File: src/hdl/nmea_ssp_pkg.sv
// ----------------------------------------------------------------------------
// nmea_ssp_pkg
// Types, codes and character constants of the nmea satellite status parser.
// ----------------------------------------------------------------------------
package nmea_ssp_pkg;

   localparam int CONSTELLATIONS = 4;
   localparam logic [3:0] CONST_LIMIT = 4'(CONSTELLATIONS);

   localparam logic [2:0] TALKER_GP   = 3'd0;
   localparam logic [2:0] TALKER_GL   = 3'd1;
   localparam logic [2:0] TALKER_GA   = 3'd2;
   localparam logic [2:0] TALKER_BD   = 3'd3;
   localparam logic [2:0] TALKER_NONE = 3'd4;

   localparam logic [1:0] KIND_GSV  = 2'd0;
   localparam logic [1:0] KIND_GSA  = 2'd1;
   localparam logic [1:0] KIND_GGA  = 2'd2;
   localparam logic [1:0] KIND_NONE = 2'd3;

   localparam logic [7:0] CHAR_DOLLAR = 8'h24;
   localparam logic [7:0] CHAR_COMMA  = 8'h2C;
   localparam logic [7:0] CHAR_STAR   = 8'h2A;
   localparam logic [7:0] CHAR_LF     = 8'h0A;
   localparam logic [7:0] CHAR_DOT    = 8'h2E;
   localparam logic [7:0] CHAR_ZERO   = 8'h30;
   localparam logic [7:0] CHAR_NINE   = 8'h39;
   localparam logic [7:0] CHAR_A      = 8'h41;
   localparam logic [7:0] CHAR_B      = 8'h42;
   localparam logic [7:0] CHAR_D      = 8'h44;
   localparam logic [7:0] CHAR_G      = 8'h47;
   localparam logic [7:0] CHAR_L      = 8'h4C;
   localparam logic [7:0] CHAR_P      = 8'h50;
   localparam logic [7:0] CHAR_S      = 8'h53;
   localparam logic [7:0] CHAR_V      = 8'h56;

   localparam logic [4:0] FIELD_ADDRESS  = 5'd0;
   localparam logic [4:0] FIELD_MODE     = 5'd2;
   localparam logic [4:0] FIELD_VISIBLE  = 5'd3;
   localparam logic [4:0] FIELD_SV_FIRST = 5'd3;
   localparam logic [4:0] FIELD_QUALITY  = 5'd6;
   localparam logic [4:0] FIELD_SV_LAST  = 5'd14;
   localparam logic [4:0] FIELD_PDOP     = 5'd15;
   localparam logic [4:0] FIELD_LAST     = 5'd31;
   localparam logic [2:0] CHAR_LAST      = 3'd7;
   localparam logic [2:0] ADDRESS_LEN    = 3'd5;

   localparam logic [3:0]  USED_MAX   = 4'd12;
   localparam logic [16:0] COUNT_MAX  = 17'd255;
   localparam logic [16:0] PDOP_MAX   = 17'd9999;
   localparam logic [13:0] PDOP_RESET = 14'd9990;

   localparam logic [1:0] FRAC_INT  = 2'd0;
   localparam logic [1:0] FRAC_DOT  = 2'd1;
   localparam logic [1:0] FRAC_ONE  = 2'd2;
   localparam logic [1:0] FRAC_DONE = 2'd3;

   typedef struct packed {
      logic [1:0]  sentence_kind;
      logic [2:0]  constellation;
      logic [7:0]  visible_count;
      logic [3:0]  used_count;
      logic [7:0]  fix_mode;
      logic [13:0] pdop_hundredths;
      logic [7:0]  fix_quality;
   } rsp_type;

endpackage

File: src/hdl/nmea_satellite_status_parser_unit.sv
// ----------------------------------------------------------------------------
// nmea_satellite_status_parser_unit
// Parses an nmea character stream and reports satellite status per sentence.
//
//   channel  ports              direction  beat
//   req      valid/stall/data   in         one received character
//   rsp      valid/stall/data   out        status after a gsv, gsa or gga line
//
// One character is taken every cycle while req_stall is low; its state update
// is one pass of logic. A result is registered when its line feed is taken; a
// second waits in a skid register, and req_stall is high only while it is there.
// Synchronous reset clears tables and state but sets fix mode 1 and pdop 9990.
// ----------------------------------------------------------------------------
module nmea_satellite_status_parser_unit (
   input  logic        clock,
   input  logic        reset,
   input  logic        req_valid,
   output logic        req_stall,
   input  logic [7:0]  req_rx_byte,
   output logic        rsp_valid,
   input  logic        rsp_stall,
   output logic [1:0]  rsp_sentence_kind,
   output logic [2:0]  rsp_constellation,
   output logic [7:0]  rsp_visible_count,
   output logic [3:0]  rsp_used_count,
   output logic [7:0]  rsp_fix_mode,
   output logic [13:0] rsp_pdop_hundredths,
   output logic [7:0]  rsp_fix_quality
);
   import nmea_ssp_pkg::*;

   logic        in_sentence_ff, in_sentence_in;
   logic [4:0]  field_number_ff, field_number_in;
   logic [2:0]  char_in_field_ff, char_in_field_in;
   logic [2:0]  talker_code_ff, talker_code_in;
   logic [1:0]  type_code_ff, type_code_in;
   logic        field_nonempty_ff, field_nonempty_in;
   logic        digits_active_ff, digits_active_in;
   logic [1:0]  frac_digits_ff, frac_digits_in;
   logic [13:0] accumulator_ff, accumulator_in;
   logic [3:0]  used_tally_ff, used_tally_in;
   logic [7:0]  visible_table_ff [CONSTELLATIONS];
   logic [7:0]  visible_table_in [CONSTELLATIONS];
   logic [3:0]  used_table_ff [CONSTELLATIONS];
   logic [3:0]  used_table_in [CONSTELLATIONS];
   logic [7:0]  fix_mode_ff, fix_mode_in;
   logic [13:0] pdop_ff, pdop_in;
   logic [7:0]  fix_quality_ff, fix_quality_in;

   logic        rsp_valid_ff, rsp_valid_in;
   rsp_type     rsp_data_ff, rsp_data_in;
   logic        skid_valid_ff, skid_valid_in;
   rsp_type     skid_data_ff, skid_data_in;

   logic        accepted;
   logic        emit;
   rsp_type     result;

   assign req_stall = skid_valid_ff;
   assign accepted  = req_valid && !req_stall;

   always_comb begin
      logic [7:0]  c;
      logic        do_close;
      logic        known;
      logic        is_pdop;
      logic [3:0]  digit;
      logic [16:0] v;

      c        = req_rx_byte;
      do_close = 1'b0;
      emit     = 1'b0;
      known    = 1'b0;
      digit    = 4'(c - CHAR_ZERO);
      v        = 17'(accumulator_ff);
      is_pdop  = (type_code_ff == KIND_GSA) && (field_number_ff == FIELD_PDOP);

      in_sentence_in    = in_sentence_ff;
      field_number_in   = field_number_ff;
      char_in_field_in  = char_in_field_ff;
      talker_code_in    = talker_code_ff;
      type_code_in      = type_code_ff;
      field_nonempty_in = field_nonempty_ff;
      digits_active_in  = digits_active_ff;
      frac_digits_in    = frac_digits_ff;
      accumulator_in    = accumulator_ff;
      used_tally_in     = used_tally_ff;
      visible_table_in  = visible_table_ff;
      used_table_in     = used_table_ff;
      fix_mode_in       = fix_mode_ff;
      pdop_in           = pdop_ff;
      fix_quality_in    = fix_quality_ff;

      if (accepted) begin
         if (c == CHAR_DOLLAR) begin
            in_sentence_in    = 1'b1;
            field_number_in   = FIELD_ADDRESS;
            talker_code_in    = TALKER_NONE;
            type_code_in      = KIND_NONE;
            used_tally_in     = '0;
            char_in_field_in  = '0;
            field_nonempty_in = 1'b0;
            digits_active_in  = 1'b1;
            frac_digits_in    = FRAC_INT;
            accumulator_in    = '0;
         end else if (in_sentence_ff) begin
            if (c == CHAR_COMMA || c == CHAR_STAR || c == CHAR_LF) begin
               do_close = 1'b1;
            end else if (field_number_ff == FIELD_ADDRESS) begin
               unique case (char_in_field_ff)
                  3'd0: begin
                     talker_code_in = (c == CHAR_G) ? TALKER_GP :
                                      (c == CHAR_B) ? TALKER_BD : TALKER_NONE;
                  end
                  3'd1: begin
                     if (talker_code_ff == TALKER_GP) begin
                        talker_code_in = (c == CHAR_P) ? TALKER_GP :
                                         (c == CHAR_L) ? TALKER_GL :
                                         (c == CHAR_A) ? TALKER_GA : TALKER_NONE;
                     end else if (talker_code_ff == TALKER_BD) begin
                        talker_code_in = (c == CHAR_D) ? TALKER_BD : TALKER_NONE;
                     end
                  end
                  3'd2: begin
                     type_code_in = (c == CHAR_G) ? KIND_GGA : KIND_NONE;
                  end
                  3'd3: begin
                     if (type_code_ff == KIND_GGA) begin
                        type_code_in = (c == CHAR_S) ? KIND_GSV :
                                       (c == CHAR_G) ? KIND_GGA : KIND_NONE;
                     end
                  end
                  3'd4: begin
                     if (type_code_ff == KIND_GSV) begin
                        type_code_in = (c == CHAR_V) ? KIND_GSV :
                                       (c == CHAR_A) ? KIND_GSA : KIND_NONE;
                     end else if (type_code_ff == KIND_GGA) begin
                        type_code_in = (c == CHAR_A) ? KIND_GGA : KIND_NONE;
                     end
                  end
                  default: begin
                     type_code_in = KIND_NONE;
                  end
               endcase
               field_nonempty_in = 1'b1;
               if (char_in_field_ff < CHAR_LAST) char_in_field_in = char_in_field_ff + 3'd1;
            end else begin
               if (digits_active_ff) begin
                  if (c >= CHAR_ZERO && c <= CHAR_NINE) begin
                     if (is_pdop) begin
                        unique case (frac_digits_ff)
                           FRAC_INT: v = 17'(accumulator_ff) * 17'd10 + 17'(digit) * 17'd100;
                           FRAC_DOT: begin
                              v = 17'(accumulator_ff) + 17'(digit) * 17'd10;
                              frac_digits_in = FRAC_ONE;
                           end
                           FRAC_ONE: begin
                              v = 17'(accumulator_ff) + 17'(digit);
                              frac_digits_in = FRAC_DONE;
                           end
                           default: v = 17'(accumulator_ff);
                        endcase
                        accumulator_in = (v > PDOP_MAX) ? 14'(PDOP_MAX) : v[13:0];
                     end else begin
                        v = 17'(accumulator_ff) * 17'd10 + 17'(digit);
                        accumulator_in = (v > COUNT_MAX) ? 14'(COUNT_MAX) : v[13:0];
                     end
                  end else if (c == CHAR_DOT && is_pdop && frac_digits_ff == FRAC_INT) begin
                     frac_digits_in = FRAC_DOT;
                  end else begin
                     digits_active_in = 1'b0;
                  end
               end
               field_nonempty_in = 1'b1;
               if (char_in_field_ff < CHAR_LAST) char_in_field_in = char_in_field_ff + 3'd1;
            end
         end
      end

      known = (talker_code_ff < TALKER_NONE) && ({1'b0, talker_code_ff} < CONST_LIMIT);

      if (do_close) begin
         if (field_number_ff == FIELD_ADDRESS) begin
            if (char_in_field_ff != ADDRESS_LEN) type_code_in = KIND_NONE;
         end else if (field_nonempty_ff) begin
            if (type_code_ff == KIND_GSV && field_number_ff == FIELD_VISIBLE && known) begin
               for (int i = 0; i < CONSTELLATIONS; i++) begin
                  if (talker_code_ff == 3'(i)) visible_table_in[i] = accumulator_ff[7:0];
               end
            end else if (type_code_ff == KIND_GSA && field_number_ff == FIELD_MODE) begin
               fix_mode_in = accumulator_ff[7:0];
            end else if (type_code_ff == KIND_GSA && field_number_ff == FIELD_PDOP) begin
               pdop_in = accumulator_ff;
            end else if (type_code_ff == KIND_GGA && field_number_ff == FIELD_QUALITY) begin
               fix_quality_in = accumulator_ff[7:0];
            end
            if (type_code_ff == KIND_GSA && field_number_ff >= FIELD_SV_FIRST &&
                field_number_ff <= FIELD_SV_LAST && used_tally_ff < USED_MAX) begin
               used_tally_in = used_tally_ff + 4'd1;
            end
         end
         if (field_number_ff < FIELD_LAST) field_number_in = field_number_ff + 5'd1;
         char_in_field_in  = '0;
         field_nonempty_in = 1'b0;
         digits_active_in  = 1'b1;
         frac_digits_in    = FRAC_INT;
         accumulator_in    = '0;

         if (c == CHAR_LF) begin
            in_sentence_in = 1'b0;
            if (type_code_in != KIND_NONE) begin
               emit = 1'b1;
               if (type_code_in == KIND_GSA && known) begin
                  for (int i = 0; i < CONSTELLATIONS; i++) begin
                     if (talker_code_ff == 3'(i)) used_table_in[i] = used_tally_in;
                  end
               end
            end
         end
      end

      result.sentence_kind   = type_code_in;
      result.constellation   = known ? talker_code_ff : TALKER_NONE;
      result.visible_count   = '0;
      result.used_count      = '0;
      result.fix_mode        = fix_mode_in;
      result.pdop_hundredths = pdop_in;
      result.fix_quality     = fix_quality_in;
      if (known) begin
         for (int i = 0; i < CONSTELLATIONS; i++) begin
            if (talker_code_ff == 3'(i)) begin
               result.visible_count = visible_table_in[i];
               result.used_count    = used_table_in[i];
            end
         end
      end
   end

   // result register with one skid entry behind it
   always_comb begin
      rsp_valid_in  = rsp_valid_ff;
      rsp_data_in   = rsp_data_ff;
      skid_valid_in = skid_valid_ff;
      skid_data_in  = skid_data_ff;
      if (!rsp_valid_ff || !rsp_stall) begin
         if (skid_valid_ff) begin
            rsp_valid_in  = 1'b1;
            rsp_data_in   = skid_data_ff;
            skid_valid_in = 1'b0;
         end else begin
            rsp_valid_in = emit;
            rsp_data_in  = result;
         end
      end else if (emit) begin
         skid_valid_in = 1'b1;
         skid_data_in  = result;
      end
   end

   always_ff @(posedge clock) begin
      if (reset) begin
         in_sentence_ff    <= 1'b0;
         field_number_ff   <= FIELD_ADDRESS;
         char_in_field_ff  <= '0;
         talker_code_ff    <= TALKER_NONE;
         type_code_ff      <= KIND_NONE;
         field_nonempty_ff <= 1'b0;
         digits_active_ff  <= 1'b0;
         frac_digits_ff    <= FRAC_INT;
         accumulator_ff    <= '0;
         used_tally_ff     <= '0;
         for (int i = 0; i < CONSTELLATIONS; i++) begin
            visible_table_ff[i] <= '0;
            used_table_ff[i]    <= '0;
         end
         fix_mode_ff       <= 8'd1;
         pdop_ff           <= PDOP_RESET;
         fix_quality_ff    <= '0;
         rsp_valid_ff      <= 1'b0;
         skid_valid_ff     <= 1'b0;
      end else begin
         in_sentence_ff    <= in_sentence_in;
         field_number_ff   <= field_number_in;
         char_in_field_ff  <= char_in_field_in;
         talker_code_ff    <= talker_code_in;
         type_code_ff      <= type_code_in;
         field_nonempty_ff <= field_nonempty_in;
         digits_active_ff  <= digits_active_in;
         frac_digits_ff    <= frac_digits_in;
         accumulator_ff    <= accumulator_in;
         used_tally_ff     <= used_tally_in;
         visible_table_ff  <= visible_table_in;
         used_table_ff     <= used_table_in;
         fix_mode_ff       <= fix_mode_in;
         pdop_ff           <= pdop_in;
         fix_quality_ff    <= fix_quality_in;
         rsp_valid_ff      <= rsp_valid_in;
         skid_valid_ff     <= skid_valid_in;
      end
   end

   always_ff @(posedge clock) begin
      rsp_data_ff  <= rsp_data_in;
      skid_data_ff <= skid_data_in;
   end

   assign rsp_valid           = rsp_valid_ff;
   assign rsp_sentence_kind   = rsp_data_ff.sentence_kind;
   assign rsp_constellation   = rsp_data_ff.constellation;
   assign rsp_visible_count   = rsp_data_ff.visible_count;
   assign rsp_used_count      = rsp_data_ff.used_count;
   assign rsp_fix_mode        = rsp_data_ff.fix_mode;
   assign rsp_pdop_hundredths = rsp_data_ff.pdop_hundredths;
   assign rsp_fix_quality     = rsp_data_ff.fix_quality;

   a_skid_behind_rsp: assert property (@(posedge clock) disable iff (reset)
      skid_valid_ff |-> rsp_valid_ff)
      else $error("skid entry held without a result in front");

   a_kind_recognized: assert property (@(posedge clock) disable iff (reset)
      rsp_valid_ff |-> (rsp_data_ff.sentence_kind != KIND_NONE))
      else $error("result for an unrecognized sentence");

   a_unknown_talker_zero: assert property (@(posedge clock) disable iff (reset)
      (rsp_valid_ff && rsp_data_ff.constellation == TALKER_NONE) |->
      (rsp_data_ff.visible_count == '0 && rsp_data_ff.used_count == '0))
      else $error("counts reported for an unknown talker");

   a_used_bound: assert property (@(posedge clock) disable iff (reset)
      used_tally_ff <= USED_MAX)
      else $error("used tally past its limit");

   a_dollar_opens: assert property (@(posedge clock) disable iff (reset)
      (accepted && req_rx_byte == CHAR_DOLLAR) |=>
      (in_sentence_ff && field_number_ff == FIELD_ADDRESS))
      else $error("start character did not open a sentence");

endmodule
File: config.mk
export PLATFORM = sky130hd
export DESIGN_NAME = nmea_satellite_status_parser_unit
export DESIGN_NICKNAME = d
export VERILOG_FILES = /design/src/hdl/nmea_ssp_pkg.sv /design/src/hdl/nmea_satellite_status_parser_unit.sv
export SDC_FILE = /design/constraint.sdc
export NUM_CORES = 1
export LEC_CHECK = 0
export BUFFER_PORTS_ARGS = -buffer_cell sky130_fd_sc_hd__clkbuf_2
export CORE_ASPECT_RATIO = 2
export CORE_MARGIN = 2
export CORE_UTILIZATION = 30
export DETAILED_ROUTE_END_ITERATION = 8
export RECOVER_POWER = 100
export SYNTH_ARGS = -nofsm -noshare
export SYNTH_HDL_FRONTEND = slang
export SYNTH_SLANG_ARGS = --single-unit
File: constraint.sdc
create_clock -name clock -period 12.44 [get_ports clock]
set_clock_uncertainty 0.05 [all_clocks]
set_input_delay 0.622 -clock clock [delete_from_list [all_inputs] [get_ports clock]]
set_output_delay 0.622 -clock clock [all_outputs]
set_load 0.03 [all_outputs]
# == Word level (Yosys, flattened, before mapping) ==
# Cells that the tools add are included.
# W data, S select, Z words.
# word_totals
ff_bits,210
input_bits,12
out_inout_bits,49
elab_cells,279
# classes
addsub,8
multipliers,3
magnitude_cmp,11
eq_ne,38
n_mux,137
bitwise,1
n_reduce_logical,44
# ops
op,count
$mux W14,15
$mux W17,8
$mux W32,4
$mux W8,16
$eq A8 B7 Y1 const B,8
$mux W16,4
$mux W12,5
$mux W3,17
$pmux W17 S3,1
$mux W47,1
$mux W2,23
$mux W4,10
$eq A8 B6 Y1 const B,4
$mux W1,26
$mux W5,4
$add A17 B11 Y17,1
$add A17 B4 Y17,1
$gt A17 B14 Y1 const B,1
$gt A17 B8 Y1 const B,1
$mul A14 B3 Y16 const B,1
$add A14 B4 Y15,1
$add A14 B8 Y15,1
$logic_and A1 B1 Y1,14
$eq A3 B2 Y1 const B,4
43 further kinds,71

# == Depth between registers and ports, before layout ==
# Gate-level depths: netlist of run 1.
# depth
ltp_word,25
depth_mapped,18
mapped_depth_nobuf,18

# == Least setup slack after synthesis of run 1 ==
# No wires, ideal clock.
# synth_timing
path_type,input-to-reg
from,input port req_rx_byte[4]
to,register skid_data_ff[0] in the netlist's numbering (enable)
t_arrival_ns,4.616
t_required_ns,11.934
setup_slack_ns,7.317
stages,8
path_buffers,1
cell_sequence,clkbuf_1 -> nor4b_1 -> and3_1 -> a21oi_1 -> a211o_1 -> o32a_1 -> a21oi_1 -> nor2b_1
# synth_via
elab_chain_len,18
word_cells_on_any_way,36
# synth_rtl
item,line,rtl
"start, declared",nmea_satellite_status_parser_unit.sv:19,"input logic [7:0] req_rx_byte,"
"$eq A8 B7 Y1, on equally long branches",n/a,
"$mux W1, or another cell as far along",nmea_satellite_status_parser_unit.sv:138,type_code_in = (c == CHAR_A) ? KIND_GGA : KIND_NONE;
"$mux W2, on equally long branches","nmea_satellite_status_parser_unit.sv:137, nmea_satellite_status_parser_unit.sv:129, nmea_satellite_status_parser_unit.sv:135",
"$mux W2, on equally long branches","nmea_satellite_status_parser_unit.sv:134, nmea_satellite_status_parser_unit.sv:128",
$pmux W2 S4,nmea_satellite_status_parser_unit.sv:110,unique case (char_in_field_ff)
$mux W2,nmea_satellite_status_parser_unit.sv:109,end else if (field_number_ff == FIELD_ADDRESS) begin
$mux W2,nmea_satellite_status_parser_unit.sv:107,if (c == CHAR_COMMA || c == CHAR_STAR || c == CHAR_LF) begin
$mux W2,nmea_satellite_status_parser_unit.sv:106,end else if (in_sentence_ff) begin
(+2 left out),n/a,
$mux W2,nmea_satellite_status_parser_unit.sv:184,if (char_in_field_ff != ADDRESS_LEN) type_code_in = KIND_NONE;
$mux W2,nmea_satellite_status_parser_unit.sv:183,if (field_number_ff == FIELD_ADDRESS) begin
$mux W2,nmea_satellite_status_parser_unit.sv:182,if (do_close) begin
$ne A2 B2 Y1,nmea_satellite_status_parser_unit.sv:211,if (type_code_in != KIND_NONE) begin
$mux W1,nmea_satellite_status_parser_unit.sv:211,
$mux W1,nmea_satellite_status_parser_unit.sv:209,if (c == CHAR_LF) begin
$mux W1 (*),nmea_satellite_status_parser_unit.sv:182,
$reduce_and A2 Y1 (no line) (*),n/a,
"end signal, assigned",nmea_satellite_status_parser_unit.sv:304,skid_data_ff <= skid_data_in;
"end, declared",nmea_satellite_status_parser_unit.sv:53,"rsp_type skid_data_ff, skid_data_in;"
# Every way passes the cells marked *; elsewhere a longest branch is shown, timed or not. The select of a mux whose other input is x is not followed.
# A chain may end at the register's enable or synchronous reset.

# == Final worst setup path of run 1 ==
# layout_timing
from,register skid_valid_ff (netlist: req_stall)
to,register skid_data_ff[20] in the netlist's numbering (enable)
# layout_via
elab_chain_len,11
word_cells_on_any_way,12
# layout_rtl
item,line,rtl
"start, declared",nmea_satellite_status_parser_unit.sv:52,"logic skid_valid_ff, skid_valid_in;"
"start signal, assigned",nmea_satellite_status_parser_unit.sv:298,skid_valid_ff <= skid_valid_in;
$logic_not A1 Y1 (*),nmea_satellite_status_parser_unit.sv:60,assign accepted = req_valid && !req_stall;
$logic_and A1 B1 Y1 (*),nmea_satellite_status_parser_unit.sv:60,
$mux W2,nmea_satellite_status_parser_unit.sv:94,if (accepted) begin
$mux W2,nmea_satellite_status_parser_unit.sv:184,
$mux W2,nmea_satellite_status_parser_unit.sv:183,
$mux W2,nmea_satellite_status_parser_unit.sv:182,
$ne A2 B2 Y1,nmea_satellite_status_parser_unit.sv:211,
$mux W1,nmea_satellite_status_parser_unit.sv:211,
$mux W1,nmea_satellite_status_parser_unit.sv:209,
$mux W1 (*),nmea_satellite_status_parser_unit.sv:182,
$reduce_and A2 Y1 (no line) (*),n/a,
# Marks and branches as above.

==> results.md, run 1 <==
- Crit-path cells: clkbuf_1 -> nor2b_1 -> o211a_1 -> o32a_1 -> a21oi_1 -> nor2b_4 -> clkbuf_1
- Fin. max-slew vios: around 160
- Number of I/O port buffers: 60
- Worst skew pair latency: slightly above 0.5 ns
- Post-route cell area: 14,030 µm²
- Final Hold Viols: 0
- Final setup violation count: 0
- Post-Layout Cell Count: around 1,900
- Post-route ant nets: 0
- Std cell rows: around 110
- Dpl cell area: 13,550 µm²
- Via-to-Cell Ratio: 5.534
- Max Fclk: 143.5 MHz
- Setup_tns: 0 ns
- Mean post-synth cell area: 9.537 µm²
- H-tree depth: 1
- Root buffer cell: clkbuf_16
- WL/cell: 20.04 µm
- Post-cts hold buffer count: 0
- Yosys reg bits: 210
- # DRC: 0
- Post-synth ARST share: 0%
- Routability cong.: approximately 1
- RSZ-0062 raised after global routing: no
- Via count: roughly 11,000
- N_diodes: 0
- Failing checks: capacitance limit, slew limit
- Max Buffers Root-to-Sink: 3
- Syn_nets: 1,433
- Die span in y: approximately 300 µm
- Drt first pass iters: 5
- Setup Fix Bufs, Post-CTS: 0
- Starting Density: 30.45%
- Rel. slew slack: -114.5%
- Area contributors post-synth: edfxtp_1 (22%), dfxtp_1 (18%), ha_1 (7.9%)
- Final-stage net count: 1,456
- Overflow after GRT: 0
- Worst hold path type: register to register
- Data required, critical path: 12.44 ns
- Yosys top cell area share: 22.19%
- Reg clk slew, reported paths: around 0.080 ns
- Vias in the first global route: 10,623
- Leak: a little over 5 nW
- Gr usage total: between 15 and 20%
- Antenna violations before repair: 0
- Most frequent CP cell: clkbuf_1
- CTS sink count: 210
- Outcome: finished with violations
- Worst VDD drop: between 0.06 and 0.07 mV
- Largest net degree at the start of global routing: 54
- Maximum Capacitance Violations: 4
- Worst Path Arrival: 6.97 ns
- WL final: 38,270 µm
- CP max FO: 53
- Top Ports: 61
- CP endpoint kind: register
- Top FF cell, synth: dfxtp_1
- Proportion of layout cells with a drive suffix above 1: 10.00%
- Placed cell count: about 1,900
- Num CTS Buffers: 19
- First-pass GRT wire length: slightly below 60,000 µm
- Die area: 44,170 µm²
- Leading area contributor after synthesis: edfxtp_1
- Critical path class: register to register
- Core footprint: 41,780 µm²
- CTS tree: done
- Post-CTS sizing: 0
- Slowest CP cell: clkbuf_1
- Tmin final: roughly 7.0 ns
- Most frequent cells in the layout: nand2_1 (180), dfxtp_1 (116), a21oi_1 (108)
- 1st-iter DRT viols: 885
- Pwr dens: 97.08 nW/µm²
- Area growth, synth to finish: 10.31%
- Width of the die: 149.6 µm
- Fill cell count: 4,282
- Mapped cell area: 12,720 µm²
- Mapped Cells: 1,334
- Post-synth EDFFs: between 90 and 100
- Most common cell after layout, fill and taps aside: nand2_1
- Synth warn: 0
- DP HPWL: 28,040 µm
- Slowest stage delay, CP: 2.22 ns
- Final Hold Slack: around 0.40 ns
- Slew @ Worst Pin: between 3 and 4 ns
- Synth cell types: 89
- Post-synthesis sequential area ratio: 40.44%
- Startpoint types: register
- Period utilisation layout: 56.00%
==> metal layers <==
metal | wire length, µm | vias up | GRT usage, %
met4 | 2734 | 0 | 11.61
met1 | 13450 | 5092 | 17.25
met2 | 20470 | 344 | 32.67
li1 | - | 4997 | -
met3 | 1619 | 137 | 1.944
met5 | 0 | - | 0
==> report_power, final <==
group	switching, mW	internal, mW	leakage [nW]
sequential	0.0000313	0.714	1.83
combinational	0.0431	0.0224	3.01
clock	0.274	0.309	0.292
==> sequential cells by signal, summed over array words and instances, names as in the netlist, 5 cells and up <==
register,cells
skid_data_ff,47
visible_table_ff,32
used_table_ff,16
accumulator_ff,14
pdop_ff,14
rsp_pdop_hundredths,14
fix_mode_ff,8
fix_quality_ff,8
rsp_fix_mode,8
rsp_fix_quality,8
rsp_visible_count,8
field_number_ff,5
==> final timing paths <==
path	cells past startpoint	slack, ns	end	start
worst max-delay path	7	5.47	skid_data_ff[20]	req_stall
worst min-delay path	2	0.40	visible_table_ff[5]	visible_table_ff[5]
worst max register to register	7	5.47	skid_data_ff[20]	req_stall
worst min register to register	2	0.40	visible_table_ff[5]	visible_table_ff[5]
==> worst max-delay path, delay by kind of cell (launching register included) <==
family	cells	cell delay (ns)
flops	1	0.31
simple gates	2	0.84
buf+inv	2	4.44
compound gates	3	0.77
==> cell families after synthesis <==
| group | count (synthesis) | share of synthesized area, % |
|---|---|---|
| flops | 210 | 40.44 |
| xor+xnor | 24 | 1.760 |
| mux | 99 | 9.343 |
| compound gates | 324 | 17.28 |
| fa+ha+maj | 87 | 8.969 |
| simple gates | 474 | 18.64 |
| buf+inv | 116 | 3.570 |
==> area by class of cell <==
type / count / area, µm² / area share [%]
Clock buffer: 24 / 494.2 / 3.522
Clock inverter: 10 / 93.84 / 0.6687
Inverter: 41 / 153.9 / 1.097
Multi-Input combinational cell: 1008 / 7127 / 50.78
Sequential cell: 210 / 5145 / 36.66
Tap cell: 540 / 675.6 / 4.815
Timing Repair Buffer: 77 / 344.1 / 2.452
==> synthesized netlist by cell type (10+ instances only) <==
| cell type | count |
|---|---|
| nand2_1 | 181 |
| ha_1 | 80 |
| a211oi_1 | 23 |
| nor2_1 | 61 |
| xnor2_1 | 15 |
| nand2b_1 | 14 |
| edfxtp_1 | 94 |
| inv_1 | 41 |
| clkbuf_1 | 61 |
| and3_1 | 15 |
| a21o_1 | 12 |
| a31oi_1 | 14 |
| o21ai_0 | 50 |
| nor3_1 | 22 |
| or3_1 | 15 |
| or2_2 | 16 |
| mux2_2 | 78 |
| dfxtp_1 | 116 |
| nand4_1 | 17 |
| nand3_1 | 43 |
| nor2b_1 | 39 |
| mux2i_1 | 13 |
| and2_1 | 10 |
| a21oi_1 | 108 |
==> through the flow <==
step / total power, mW / setup slack [ns] / utilization (%)
2_1_floorplan: 0.7721 / 7.317 / -
3_3_place_gp: 0.7929 / 6.978 / 32.42
3_5_place_dp: 0.7942 / 6.819 / 32.42
4_1_cts: 1.380 / 6.795 / 33.83
5_1_grt: 1.408 / 4.871 / 33.59
6_report: 1.362 / 5.473 / 33.59
(Power assumes the default switching activity.)
==> run 2, diff against run 1 <==
- clock period: 12.44 -> 6.8 ns (I/O delays scaled with it)
==> results.md, run 2 (same netlist as run 1, synthesis figures left out) <==
- Outcome: finished with violations
- Failing checks: capacitance limit, slew limit
- R2R depth: 7
- Logic pwr share: 4.6%
- Routability cong.: 1.004
- Most common cell after layout, fill and taps aside: nand2_1
- 1st-iter DRT viols: 889
- Total power: 2.622 mW
- Rel. slew slack: -119.7%
- Leak: 5.194 nW
- Most frequent cells in the layout: nand2_1 (180), dfxtp_1 (116), a21oi_1 (108)
- Worst Setup SP: req_stall
- First-pass GRT wire length: about 61,000 µm
- Post-CTS sizing: 0
- Gr usage total: 18.21%
- Setup_tns: 0 ns
- FF-to-FF setup slack: 0.96 ns
- Worst R2R End: skid_data_ff[26]
- Pre-CTS setup slack: about 1.2 ns
- H-tree depth: 1
- CP endpoint kind: register
- Part of the power in the clock network: a little under half
- WL final: 40,330 µm
- Proportion of layout cells with a drive suffix above 1: between 10% and 20%
- Final setup violation count: 0
- Reg clk slew, reported paths: roughly 0.080 ns
- Pwr dens: 185.2 nW/µm²
- Root buffer cell: clkbuf_16
- Overflow after GRT: 0
- # DRC: 0
- Worst Path Arrival: 5.95 ns
- Fin. max-slew vios: 138
- Crit path to: skid_data_ff[26]
- Startpoint types: register
- Max Fclk: 171.4 MHz
- Number of I/O port buffers: 60
- Sw frac: a little under a quarter
- Worst VDD drop: 0.1540 mV
- N_diodes: 0
- Internal power: 2.001 mW
- Width of the die: 149.6 µm
- RSZ-0062 raised after global routing: no
- Starting Density: a little under a third
- Fill cell count: roughly 4,200
- Post-Layout Cell Count: roughly 1,900
- Post-route ant nets: 0
- Worst hold path type: primary input to register
- Die area: between 40,000 and 50,000 µm²
- Maximum Capacitance Violations: 4
- Largest register FFs: 47
- Leading registers by flop count: skid_data_ff: 47 flops, visible_table_ff: 32 flops, used_table_ff: 16 flops
- Critical path class: register to register
- Tmin final: 5.836 ns
- Final Hold Slack: 0.2402 ns
- Sw Pwr: 620.3 µW
- Die span in y: 295.2 µm
- Area growth, synth to finish: 11.26%
- Max Buffers Root-to-Sink: 3
- Crit Reg-Reg Startpoint: req_stall
- Placed cell count: 1,879
- Largest net degree at the start of global routing: between 60 and 70
- Data required, critical path: 6.92 ns
- WL/cell: approximately 21 µm
- CP max FO: 52
- Drt first pass iters: 7
- Post-cts hold buffer count: 0
- Worst skew pair latency: 0.53 ns
- Antenna violations before repair: 0
- Period utilisation layout: 85.82%
- Final-stage net count: 1,460
- DP HPWL: 29,810 µm
- Setup Fix Bufs, Post-CTS: 0
- Core footprint: 41,780 µm²
- Top Ports: 61
- CTS sink count: 210
- Via-to-Cell Ratio: 5.527
- CTS tree: done
- Biggest register: skid_data_ff
- Sequential share of power: 49.8%
- Std cell rows: 106
- Vias in the first global route: between 10,000 and 15,000
- Final Hold Viols: 0
- Num CTS Buffers: 20
- Via count: 10,585
- Slew @ Worst Pin: about 3.3 ns
- Worst setup margin: 0.9644 ns
## run 2: area by class of cell
type / instances / area (µm²) / share of cell area [%]
Clock buffer: 21 / 525.5 / 3.713
Tap cell: 540 / 675.6 / 4.773
Inverter: 41 / 153.9 / 1.087
Timing Repair Buffer: 80 / 369.1 / 2.608
Clock inverter: 15 / 158.9 / 1.123
Sequential cell: 210 / 5145 / 36.35
Multi-Input combinational cell: 1008 / 7127 / 50.35
## run 2: critical path: stages (launching register included)
cell	delay (ns)
dfxtp_1	0.36
clkbuf_1	2.25
nor2b_1	0.65
o211a_1	0.30
o32a_1	0.22
a21oi_1	0.24
nor2b_4	0.97
clkbuf_1	0.41
## run 2: worst min-delay path by stage
stage	startpoint	end	slack (ns)	depth (start not counted)
floorplan	used_table_ff[4]	used_table_ff[4]	0.38	2
CTS	req_rx_byte[5]	frac_digits_ff[1]	0.23	3
detailed placement	used_table_ff[5]	used_table_ff[5]	0.39	2
finish	req_rx_byte[5]	frac_digits_ff[1]	0.24	3
global route	req_rx_byte[5]	frac_digits_ff[1]	0.27	3
global placement	visible_table_ff[24]	visible_table_ff[24]	0.38	2
## run 2: power by group through the flow
stage               clock network, mW  registers, mW  logic [mW]
CTS                              1.23           1.31       0.120
detailed placement                  0           1.33       0.119
global placement                    0           1.33       0.118
finish                           1.19           1.31       0.121
global route                     1.27           1.30       0.133
floorplan                           0           1.33      0.0780
## run 2: per-stage QoR
step / cell area [µm²] / util (%)
after floorplan: 12720 / -
after global placement: 13570 / 32.48
after detailed placement: 13570 / 32.48
after CTS: 14250 / 34.12
after global routing: 14150 / 33.88
final: 14150 / 33.88
## run 2: metal layers
metal	track usage [%]	vias up	part of all wire, %
li1	-	4991	-
met1	18.24	5147	35
met2	34.84	338	54
met3	1.698	109	3.6
met4	12.20	0	7.6
met5	0	-	0
==> run 3, diff against run 2 <==
- ABC_AREA: not set -> 1
==> results.md, run 3 <==
- CTS sink count: 210
- Fin. max-slew vios: 134
- Outcome: finished with violations
- Vias in the first global route: 10,612
- Mapped cell area: 13,280 µm²
- Syn_nets: approximately 1,900
- WL final: 35,580 µm
- WHS Endpoint: frac_digits_ff[1]
- Post-CTS sizing: 0
- Placed cell count: 2,377
- Setup_tns: 0 ns
- Post-Layout Cell Count: 2,417
- Final-stage net count: 1,945
- Num CTS Buffers: 22
- Critical path class: register to register
- Yosys top cell area share: 21.25%
- Worst Path Arrival: 5.17 ns
- Most frequent CP cell: nand2_1
- Overflow after GRT: 0
- Most frequent cells after synthesis: nand2_1 (506), inv_1 (231), nor2_1 (175)
- Fill cell count: 4,764
- Hold Path Stages: 4
- Slowest stage delay, CP: 0.64 ns
- Biggest register: skid_data_ff
- CTS tree: done
- N_diodes: 0
- Die span in y: 301.6 µm
- Rel. slew slack: -110.5%
- CP max FO: 10
- Post-route ant nets: 0
- Routability cong.: 0.8900
- Post-synth EDFFs: 94
- Worst skew pair latency: 0.52 ns
- Worst VDD drop: 0.1457 mV
- Starting Density: 30.24%
- Worst R2R End: accumulator_ff[3]
- Slowest CP cell: dfxtp_1
- Crit Reg-Reg Startpoint: accumulator_ff[1]
- Area growth, synth to finish: 9.600%
- RSZ-0062 raised after global routing: no
- Most frequent cell after synthesis: nand2_1
- Pwr dens: around 180 nW/µm²
- Worst hold path type: primary input to register
- Number of I/O port buffers: 60
- Maximum Capacitance Violations: 2
- Via-to-Cell Ratio: about 4.8
- Setup Fix Bufs, Post-CTS: 0
- Proportion of layout cells with a drive suffix above 1: 6.069%
- Max Fclk: 206.0 MHz
- Max Buffers Root-to-Sink: 3
- Leading area contributor after synthesis: edfxtp_1
- Slew @ Worst Pin: 3.157 ns
- Tmin final: 4.854 ns
- # DRC: 0
- Failing checks: capacitance limit, slew limit
- Yosys reg bits: 210
- Period utilisation layout: 71.38%
- H-tree depth: 1
- Leading registers by flop count: skid_data_ff: 47 flops, visible_table_ff: 32 flops, used_table_ff: 16 flops
- DP HPWL: 26,310 µm
- Post-cts hold buffer count: 0
- Leak: about 6.1 nW
- Synth warn: 0
- Mean post-synth cell area: ~7.4 µm²
- Largest register FFs: 47
- R2R depth: 30
- First-pass GRT wire length: 56,640 µm
- Std cell rows: 109
- Core footprint: roughly 44,000 µm²
- Post-synth ARST share: 0%
- Reg clk slew, reported paths: ~0.06 ns
- 1st-iter DRT viols: just under 900
- Top FF cell, synth: dfxtp_1
- Largest net degree at the start of global routing: 83
- Gr usage total: roughly 15%
- Die area: 46,070 µm²
- Root buffer cell: clkbuf_16
- Post-synthesis sequential area ratio: about 39%
- Synth cell types: between 60 and 70
- Antenna violations before repair: 0
- Top Ports: 61
- WL/cell: between 10 and 15 µm
- Via count: 11,619
- Drt first pass iters: 5
- Width of the die: 152.8 µm
- Area contributors post-synth: edfxtp_1 (21%), dfxtp_1 (17%), nand2_1 (14%)
- CP endpoint kind: register
- Startpoint types: register
- Most frequent cells in the layout: nand2_1 (510), inv_1 (234), nor2_1 (180)
- Final setup violation count: 0
- Most common cell after layout, fill and taps aside: nand2_1
- Data required, critical path: 7.11 ns
- Worst Hold Launch: req_rx_byte[7]
- Mapped Cells: 1,801
- FF-to-FF setup slack: 1.95 ns
- Final Hold Viols: 0
- Post-route core utilization: 33.14%
- Worst Setup SP: accumulator_ff[1]
## run 3: worst max-delay path by stage
stage	end	slack (ns)	cells after the start
2_1_floorplan	skid_data_ff[0]	2.48	16
3_3_place_gp	accumulator_ff[11]	2.21	26
3_5_place_dp	accumulator_ff[6]	2.16	26
4_1_cts	accumulator_ff[6]	2.15	26
5_1_grt	accumulator_ff[10]	1.49	27
6_report	accumulator_ff[3]	1.95	30
## run 3: metrics by stage
step           hold WS (ns)  instance area, µm²  worst slack [ns]  power [mW]
6_report             0.2374               14560             1.946       2.621
5_1_grt              0.2571               14560             1.485       2.718
4_1_cts              0.2138               14820             2.145       2.652
3_5_place_dp         0.4102               14120             2.157       1.459
3_3_place_gp         0.4065               14120             2.208       1.459
2_1_floorplan        0.3923               13280             2.481       1.419
## run 3: per-layer routing
layer  vias to the layer above  share of wire [%]  global-route usage, %
met2                       273                 46                  25.21
met1                      5308                 47                  20.20
met4                         0                2.4                  3.814
li1                       5985                  -                      -
met5                         -                  0                      0
met3                        53                4.5                  1.868
## run 3: report_power, final
part | leakage, nW | internal, mW | switching, mW
Sequential | 1.84 | 1.31 | 0.000137
Combinational | 3.96 | 0.0403 | 0.0847
Clock | 0.346 | 0.679 | 0.510
Total | 6.15 | 2.03 | 0.595
## run 3: final cells by class
cell class	instances	area [µm²]	area share, %
Multi-Input combinational cell	1301	6825	46.89
Sequential cell	210	5145	35.35
Inverter	246	924.6	6.353
Tap cell	555	694.4	4.771
Clock buffer	29	618.1	4.247
Timing Repair Buffer	65	265.3	1.822
Clock inverter	11	82.58	0.5674
## run 3: cells by family (layout without fill, tap and decap cells)
family,after synthesis,after routing,share of synthesized area (%)
compound gates,268,268,11.67
xor+xnor,17,17,1.319
fa+ha+maj,87,87,8.592
buf+inv,290,351,8.479
flops,210,210,38.74
simple gates,929,929,31.19
## run 3: worst max-delay path, delay by kind of cell (launching register included)
| kind | cells | cell delay, ns |
|---|---|---|
| AO/OA/AOI/OAI | 2 | 0.22 |
| XOR/XNOR | 1 | 0.36 |
| adder cells (fa/ha/maj) | 4 | 1.21 |
| buffers and inverters | 5 | 0.49 |
| flip-flops | 1 | 0.64 |
| AND/OR/NAND/NOR | 18 | 1.70 |
